[src/rtl/core/mfde_div.sv]
// Restoring divider for the line slope, one quotient bit per cycle.
module mfde_div (
   input  logic        clock,
   input  logic        reset,
   input  logic        go,
   input  logic [27:0] dividend,
   input  logic [11:0] divisor,
   output logic        done,
   output logic [27:0] quotient
);
   logic [27:0] q_ff, q_in;
   logic [12:0] r_ff, r_in;
   logic [4:0]  n_ff, n_in;
   logic        busy_ff, busy_in;
   logic [12:0] trial;

   always_comb begin
      q_in = q_ff;
      r_in = r_ff;
      n_in = n_ff;
      busy_in = busy_ff;
      done = 1'b0;
      trial = {r_ff[11:0], q_ff[27]};
      if (go) begin
         q_in = dividend;
         r_in = '0;
         n_in = 5'd0;
         busy_in = 1'b1;
      end else if (busy_ff) begin
         if (trial >= {1'b0, divisor}) begin
            r_in = trial - {1'b0, divisor};
            q_in = {q_ff[26:0], 1'b1};
         end else begin
            r_in = trial;
            q_in = {q_ff[26:0], 1'b0};
         end
         n_in = n_ff + 5'd1;
         if (n_ff == 5'd27) begin
            busy_in = 1'b0;
            done = 1'b1;
         end
      end
   end

   always_ff @(posedge clock) begin
      if (reset) begin
         busy_ff <= 1'b0;
      end else begin
         busy_ff <= busy_in;
      end
      q_ff <= q_in;
      r_ff <= r_in;
      n_ff <= n_in;
   end

   assign quotient = q_in;
endmodule

[config.mk]
export PLATFORM = sky130hd
export DESIGN_NAME = mfde_div
export DESIGN_NICKNAME = d
export VERILOG_FILES = /design/src/rtl/core/mfde_div.sv
export SDC_FILE = /design/constraint.sdc
export NUM_CORES = 1
export LEC_CHECK = 0
export BUFFER_PORTS_ARGS = -buffer_cell sky130_fd_sc_hd__buf_2
export CORE_MARGIN = 4
export CORE_UTILIZATION = 52
export DETAILED_ROUTE_END_ITERATION = 10
export PLACE_DENSITY = 0.81
export SKIP_LAST_GASP = 1
export SLEW_MARGIN = 20
export SYNTH_ARGS = -nofsm -noshare
export SYNTH_HDL_FRONTEND = slang
export SYNTH_SLANG_ARGS = --single-unit
[constraint.sdc]
create_clock -name clock -period 3.1 [get_ports clock]
set_input_delay 0.31 -clock clock [delete_from_list [all_inputs] [get_ports clock]]
set_output_delay 0.31 -clock clock [all_outputs]
set_load 0.01 [all_outputs]
Yosys cells after proc, flatten, opt, wreduce, memory -nomap -nowiden
Cells that the tools add are included.
Widths: inputs -> output; s select.
Storage, ports and cells
  register bits after elaboration: 46
  input bits: 43
  word-level logic and storage cells: 18
Operators by class
  $add $sub $neg: 2
  order comparisons: 1
  eq/ne operators: 1
  mux-type cells: 10
Operators by type and width (count)
  $mux 28: 2
  $ge 13x12->1: 1
  $mux 12: 1
  $sub 12x12->12: 1
  $mux 1: 7
  $add 5x1->5 const B: 1
  $eq 5x5->1 const B: 1

Logic depth before layout (Yosys ltp)
Gate-level depths: netlist (run 1).
  word-level depth: 4
  gate-level depth with buffers: 9
  gate-level depth less buffers: 9

Worst setup path before layout (run 1)
OpenSTA, ideal clock, no wires.
  kind: input-to-output
  start point: in divisor[10]
  end point: out quotient[0]
  data arrival time: 2.221 ns
  required time: 2.790 ns
  setup slack: 0.569 ns
  stages on the path: 9
  path buffers: 1
  path through: inv_1 -> ha_1 -> a21oi_2 -> nor2b_1 -> or4_4 -> a221oi_4 -> buf_6 -> a211oi_1 -> a21o_1
Between the ends
  cells in the longest elaborated chain, start to end: 4
RTL lines
  from (decl): RTL line 7  | input logic [11:0] divisor,
  $ge 13x12->1: RTL line 30  | if (trial >= {1'b0, divisor}) begin
  $mux 1: RTL line 30
  $mux 28: RTL line 29  | end else if (busy_ff) begin
  $mux 28: RTL line 24  | if (go) begin
  to (decl): RTL line 9  | output logic [27:0] quotient
No other way between the ends.

Final worst setup path (run 1)
  start point: reg r_ff[9]
  end point: out quotient[0]
Between the ends
  cells in the longest elaborated chain, start to end: 4
RTL lines
  from (decl): RTL line 12  | logic [12:0] r_ff, r_in;
  from (signal assigned): RTL line 52  | r_ff <= r_in;
  $ge 13x12->1: RTL line 30
  $mux 1: RTL line 30
  $mux 28: RTL line 29
  $mux 28: RTL line 24
No other way between the ends.

==> results.sh, run 1 <==
export IMPL_outcome="finished, final reports clean"
export IMPL_drv_slew=0
export IMPL_timing_final_crit_share=0.8862
export IMPL_antenna_found_initial=0
export IMPL_die_area_um2=6150
export IMPL_insertion_delay_ns=0.30
export IMPL_reg2reg_slack_ns=0.58
export IMPL_min_path_type="input pin to register"
export IMPL_grt_max_degree=61
export IMPL_num_fill_cells=422
export IMPL_place_inst=424
export IMPL_cp_start_kind="register"
export IMPL_slowest_stage="or4_4"
export IMPL_r2r_start="r_ff[9]$_SDFFE_PP0P_"
export IMPL_worst_slew_pin_slew_ns=0.8786
export IMPL_drtIter0Drc=122
export IMPL_r2r_cells=8
export IMPL_seq_area_um2=922.1
export IMPL_ios=72
export IMPL_clock_sinks=46
export IMPL_synth_top_family_by_area="compound AO/OA/AOI/OAI gates"
export IMPL_cts_setup_buffers=0
export IMPL_std_cell_rows=25
export IMPL_place_congestion=0.8429
export IMPL_synth_cell_types=47
export IMPL_holdBufCountCts=0
export IMPL_stdcell_count=432
export IMPL_path_clk_slew_ns=0.09
export IMPL_routed_wl_mm=5.783
export IMPL_grt_pass1_vias=2229
export IMPL_diodes=0
export IMPL_synthArstFlopShare=0
export IMPL_num_vias=2335
export IMPL_ys_warn_count=0
export IMPL_period_needed_ns=2.747
export IMPL_synth_compound_area_share=0.1994
export IMPL_cts_buffers_inserted=5
export IMPL_dpl_hpwl_mm=4.295
export IMPL_netlist_area_um2=2579
export IMPL_cp_required_ns=2.79
export IMPL_die_h_um=78.42
export IMPL_die_w_um=78.42
export IMPL_worstPathCellList="ha_1 > a21oi_2 > nor2b_1 > or4_4 > a221oi_4 > a211oi_1 > a21o_1 > buf_2"
export IMPL_grt_pass1_wl_mm=9.673
export IMPL_initial_core_util=0.5424
export IMPL_p_leak_nw=1.448
export IMPL_cts_htree_levels=2
export IMPL_crit_end="quotient[0]"
export IMPL_setup_violations=0
export IMPL_power_mw=1.482
export IMPL_layout_drive_gt1_share=0.2685
export IMPL_synthXorXnorAreaFrac=0.03057
export IMPL_avgSynthCellArea_um2=8.683
export IMPL_portBuffers=71
export IMPL_synthesis_nets=354
export IMPL_synthMuxAreaShare=0.1329
export IMPL_cp_arrival_ns=2.44
export IMPL_multi_input_area_um2=1534
export IMPL_synth_flop_cell="dfxtp_1"
export IMPL_grt_usage=0.1919
export IMPL_peakVddDrop_mv=0.3165
export IMPL_critPathKind="register to output pin"
export IMPL_overflow=0
export IMPL_maxCapViolations=0
export IMPL_powerDensity_nw_per_um2=480.9
export IMPL_cts_buffer_depth=2
export IMPL_drc=0
export IMPL_max_slew_margin_rel=0.4142
export IMPL_crit_start="r_ff[9]$_SDFFE_PP0P_"
export IMPL_ys_seq_area_frac=0.3571
export IMPL_cts_root_buffer="clkbuf_8"
export IMPL_holdWs_ns=0.1490
export IMPL_cts_resized_gates=0
export IMPL_hold_viol_final=0
export IMPL_rsz0062_at_grt="false"
export IMPL_synth_seq_cells=46
export IMPL_skew_ns=0.005908
export IMPL_routed_via_density=5.405
export IMPL_syn_inst=297
export IMPL_synthSimpleGateAreaFrac=0.1611
export IMPL_r2r_end="r_ff[1]$_SDFFE_PP0P_"
export IMPL_synth_fa_ha_area_frac=0.07084
export IMPL_cp_max_fo=6
export IMPL_wl_per_cell_um=13.39
export IMPL_fin_nets=421
export IMPL_end_kind="output pin"
export IMPL_post_route_util=0.6482
export IMPL_critical_path_max_stage_delay_ns=0.50
export IMPL_drtPass1Iterations=4
export IMPL_synth_edff_count=0
export IMPL_timing_fmax_mhz=364.0
export IMPL_fin_setup_tns_ns=0
export IMPL_drtAntennaViolNets=0
export IMPL_cts_tree="yes"
export IMPL_fp_coreArea_um2=4755
export IMPL_syn_to_final_growth_pct=19.51
power by group:
| part | total (mW) | switching, mW | internal [mW] | leakage, nW |
|---|---|---|---|---|
| Sequential | 0.698 | 0.0481 | 0.650 | 0.383 |
| Clock | 0.380 | 0.218 | 0.161 | 0.0408 |
| Combinational | 0.404 | 0.215 | 0.190 | 1.02 |
sequential cells by signal, summed over array words and instances, names as in the netlist:
| name | flops |
|---|---|
| q_ff | 28 |
| r_ff | 12 |
| n_ff | 5 |
| busy_ff | 1 |
cells by family after synthesis:
family,Yosys count
compound gates,76
xor+xnor,9
simple gates,87
mux,34
fa+ha+maj,14
flops,46
buf+inv,31
area by class of cell:
class / instances / share of cell area
tap: 67 / 0.02720
clock inverter: 3 / 0.007714
timing repair buffer: 76 / 0.1275
inverter: 15 / 0.01827
clock buffer: 5 / 0.02233
multi-input combinational: 220 / 0.4978
sequential: 46 / 0.2992
per-layer routing:
metal / track usage / wire length, um / up-vias
li1: - / - / 1194
met5: 0 / 0 / -
met2: 0.3313 / 2769 / 69
met1: 0.2298 / 2550 / 1063
met4: 0.06294 / 79 / 0
met3: 0.05275 / 384 / 9
cells in the mapped netlist (5+ instances only):
master / number / area [um2]
dfxtp_1: 46 / 920.9
nand2_1: 34 / 127.6
o21ai_0: 33 / 165.2
mux2i_1: 32 / 320.3
nor2_1: 24 / 90.09
inv_1: 15 / 56.30
ha_1: 13 / 162.7
clkbuf_1: 12 / 45.04
a21oi_1: 10 / 50.05
xor2_1: 6 / 52.55
a211oi_1: 5 / 37.54
a21o_1: 5 / 37.54
nor2b_1: 5 / 31.28
how the worst min path moves through the flow:
stage,from,to,slack (ns),depth (start not counted)
after floorplan,reset,busy_ff$_SDFF_PP0_,0.38,1
after detailed placement,reset,busy_ff$_SDFF_PP0_,0.46,2
after global placement,reset,busy_ff$_SDFF_PP0_,0.46,2
after CTS,reset,busy_ff$_SDFF_PP0_,0.14,2
final,reset,busy_ff$_SDFF_PP0_,0.15,2
after global routing,reset,busy_ff$_SDFF_PP0_,0.15,2
placed cells by master, fill, tap and decap left out, types with 2 or more instances in the layout:
| cell | Yosys | layout |
|---|---|---|
| a211o_1 | 3 | 3 |
| a211oi_1 | 5 | 5 |
| a21o_1 | 5 | 5 |
| a21oi_1 | 10 | 10 |
| a311oi_2 | 3 | 3 |
| buf_2 | 0 | 71 |
| buf_4 | 0 | 5 |
| clkbuf_8 | 0 | 5 |
| clkinvlp_4 | 0 | 2 |
| dfxtp_1 | 46 | 45 |
| ha_1 | 13 | 13 |
| inv_1 | 15 | 15 |
| mux2_2 | 2 | 2 |
| mux2i_1 | 32 | 32 |
| nand2_1 | 34 | 34 |
| nand2b_1 | 3 | 3 |
| nand3_1 | 2 | 2 |
| nand4_1 | 3 | 3 |
| nand4b_1 | 3 | 3 |
| nor2_1 | 24 | 24 |
| nor2b_1 | 5 | 5 |
| nor3b_1 | 2 | 2 |
| o21a_1 | 2 | 2 |
| o21ai_0 | 33 | 33 |
| o22ai_1 | 3 | 3 |
| or2_2 | 3 | 3 |
| or3_1 | 2 | 2 |
| xnor2_1 | 3 | 3 |
| xor2_1 | 6 | 6 |
worst max-delay path: cells and delay by family, from the launching register on:
kind,cells,cell delay [ns]
AOI/OAI and AO/OA,4,0.71
buffers and inverters,1,0.14
DFF,1,0.35
adders and majority gates,1,0.38
and+or+nand+nor,2,0.56
per-stage QoR:
step                      instance area, um2  worst slack [ns]
after floorplan                         2579            0.5688
after global placement                  2989            0.5919
after detailed placement                2989            0.4883
after CTS                               3082            0.3459
after global routing                    3082            0.1826
final                                   3082            0.3526
(Power assumes the default switching activity.)
==> inputs of run 2 (changes only) <==
- CORE_UTILIZATION: 52 -> 40
- PLACE_DENSITY: 0.81 -> 0.65
==> run 2 against run 1 <==
Compared with the run above:
- wire length up 1.5%
- sequential power down 0.6%
- highest routed layer unchanged
- total power up 4.7%
- largest cell class unchanged
- register-to-register slack better by 0.05 ns
==> results.sh, run 2 (synthesis gave the netlist of run 1 again) <==
export IMPL_outcome="finished, final reports clean"
export IMPL_grt_pass1_wl_mm=9.632
export IMPL_die_area_um2=7795
export IMPL_die_w_um=88.29
export IMPL_drc=0
export IMPL_fin_setup_tns_ns=0
export IMPL_dpl_hpwl_mm=4.458
export IMPL_clock_sinks=46
export IMPL_die_h_um=88.29
export IMPL_cpLargestDelayFamily="compound AO/OA/AOI/OAI gates"
export IMPL_num_vias=2272
export IMPL_cts_setup_buffers=0
export IMPL_crit_start="r_ff[9]$_SDFFE_PP0P_"
export IMPL_cp_required_ns=2.79
export IMPL_cts_tree="yes"
export IMPL_r2r_start="r_ff[9]$_SDFFE_PP0P_"
export IMPL_holdPathStages=2
export IMPL_worst_path_buf_inv=1
export IMPL_hold_viol_final=0
export IMPL_routed_wl_mm=5.869
export IMPL_drtIter0Drc=74
export IMPL_r2r_end="r_ff[1]$_SDFFE_PP0P_"
export IMPL_power_mw=1.552
export IMPL_rsz0062_at_grt="false"
export IMPL_cts_resized_gates=0
export IMPL_largest_reg_flops=28
export IMPL_powerDensity_nw_per_um2=497.8
export IMPL_regMostFlops="q_ff"
export IMPL_layout_common_cells="buf_2 (71), dfxtp_1 (45), nand2_1 (34)"
export IMPL_place_congestion=0.9032
export IMPL_drtPass1Iterations=4
export IMPL_layout_commonest_cell="buf_2"
export IMPL_wl_per_cell_um=13.31
export IMPL_insertion_delay_ns=0.30
export IMPL_syn_to_final_growth_pct=20.86
export IMPL_slowest_stage="or4_4"
export IMPL_worstPathCellList="ha_1 > a21oi_2 > nor2b_1 > or4_4 > a221oi_4 > a211oi_1 > a21o_1 > buf_2"
export IMPL_skew_ns=0.009184
export IMPL_holdWs_ns=0.1573
export IMPL_antenna_found_initial=0
export IMPL_diodes=0
export IMPL_layout_drive_gt1_share=0.2678
export IMPL_top_regs="q_ff x28, r_ff x12, n_ff x5"
export IMPL_holdBufCountCts=0
export IMPL_cts_htree_levels=2
export IMPL_setup_violations=0
export IMPL_crit_end="quotient[0]"
export IMPL_reg2reg_slack_ns=0.63
export IMPL_grt_pass1_vias=2145
export IMPL_cp_max_fo=6
export IMPL_portBuffers=71
export IMPL_drv_slew=0
export IMPL_cts_buffers_inserted=5
export IMPL_cp_depth=8
export IMPL_maxCapViolations=0
export IMPL_critical_path_max_stage_delay_ns=0.50
export IMPL_overflow=0
export IMPL_max_slew_margin_rel=0.5809
export IMPL_cts_root_buffer="clkbuf_8"
export IMPL_p_leak_nw=1.463
export IMPL_critPathKind="register to output pin"
export IMPL_grt_usage=0.1546
export IMPL_timing_fmax_mhz=367.2
export IMPL_grt_max_degree=35
export IMPL_cts_buffer_depth=2
export IMPL_fp_coreArea_um2=6096
export IMPL_fin_nets=422
export IMPL_timing_final_crit_share=0.8785
export IMPL_peakVddDrop_mv=0.3974
export IMPL_min_path_type="input pin to register"
export IMPL_worst_slew_pin_slew_ns=0.6287
export IMPL_period_needed_ns=2.723
export IMPL_std_cell_rows=28
export IMPL_path_clk_slew_ns=0.09
export IMPL_cp_start_kind="register"
export IMPL_initial_core_util=0.4230
export IMPL_cp_arrival_ns=2.41
export IMPL_r2r_cells=8
export IMPL_end_kind="output pin"
export IMPL_drtAntennaViolNets=0
export IMPL_routed_via_density=5.152
export IMPL_ios=72
run 2: worst min-delay path by stage:
stage,from,endpoint
after global routing,reset,busy_ff$_SDFF_PP0_
after global placement,reset,busy_ff$_SDFF_PP0_
after detailed placement,reset,busy_ff$_SDFF_PP0_
after CTS,reset,busy_ff$_SDFF_PP0_
after floorplan,reset,busy_ff$_SDFF_PP0_
final,reset,busy_ff$_SDFF_PP0_
run 2: layer usage:
layer	routed length, um	vias to the layer above	global-route usage	share of wire
met5	0	-	0	0
met2	2658	52	0.2366	0.45
met1	2850	1019	0.2124	0.49
met3	295	6	0.04469	0.050
li1	-	1195	-	-
met4	63	0	0.04533	0.011
run 2: power by group:
group	switching (mW)	internal [mW]
sequential	0.0443	0.650
combinational	0.216	0.190
clock	0.211	0.241
run 2: layout make-up:
type	instances	area [um2]
Clock buffer	6	72.57
Timing Repair Buffer	77	400.4
Inverter	15	56.30
Multi-Input combinational cell	220	1534
Tap cell	75	93.84
Sequential cell	46	922.1
Clock inverter	2	37.54
Fill cell	630	2979
run 2: stage by stage:
step | setup slack (ns) | cell area [um2] | utilization | std cells
floorplan | 0.5688 | 2579 | - | 297
global placement | 0.5913 | 3007 | 0.4932 | 433
global route | 0.2310 | 3117 | 0.5113 | 441
finish | 0.3766 | 3117 | 0.5113 | 441
CTS | 0.3702 | 3117 | 0.5113 | 441
detailed placement | 0.5428 | 3007 | 0.4932 | 433
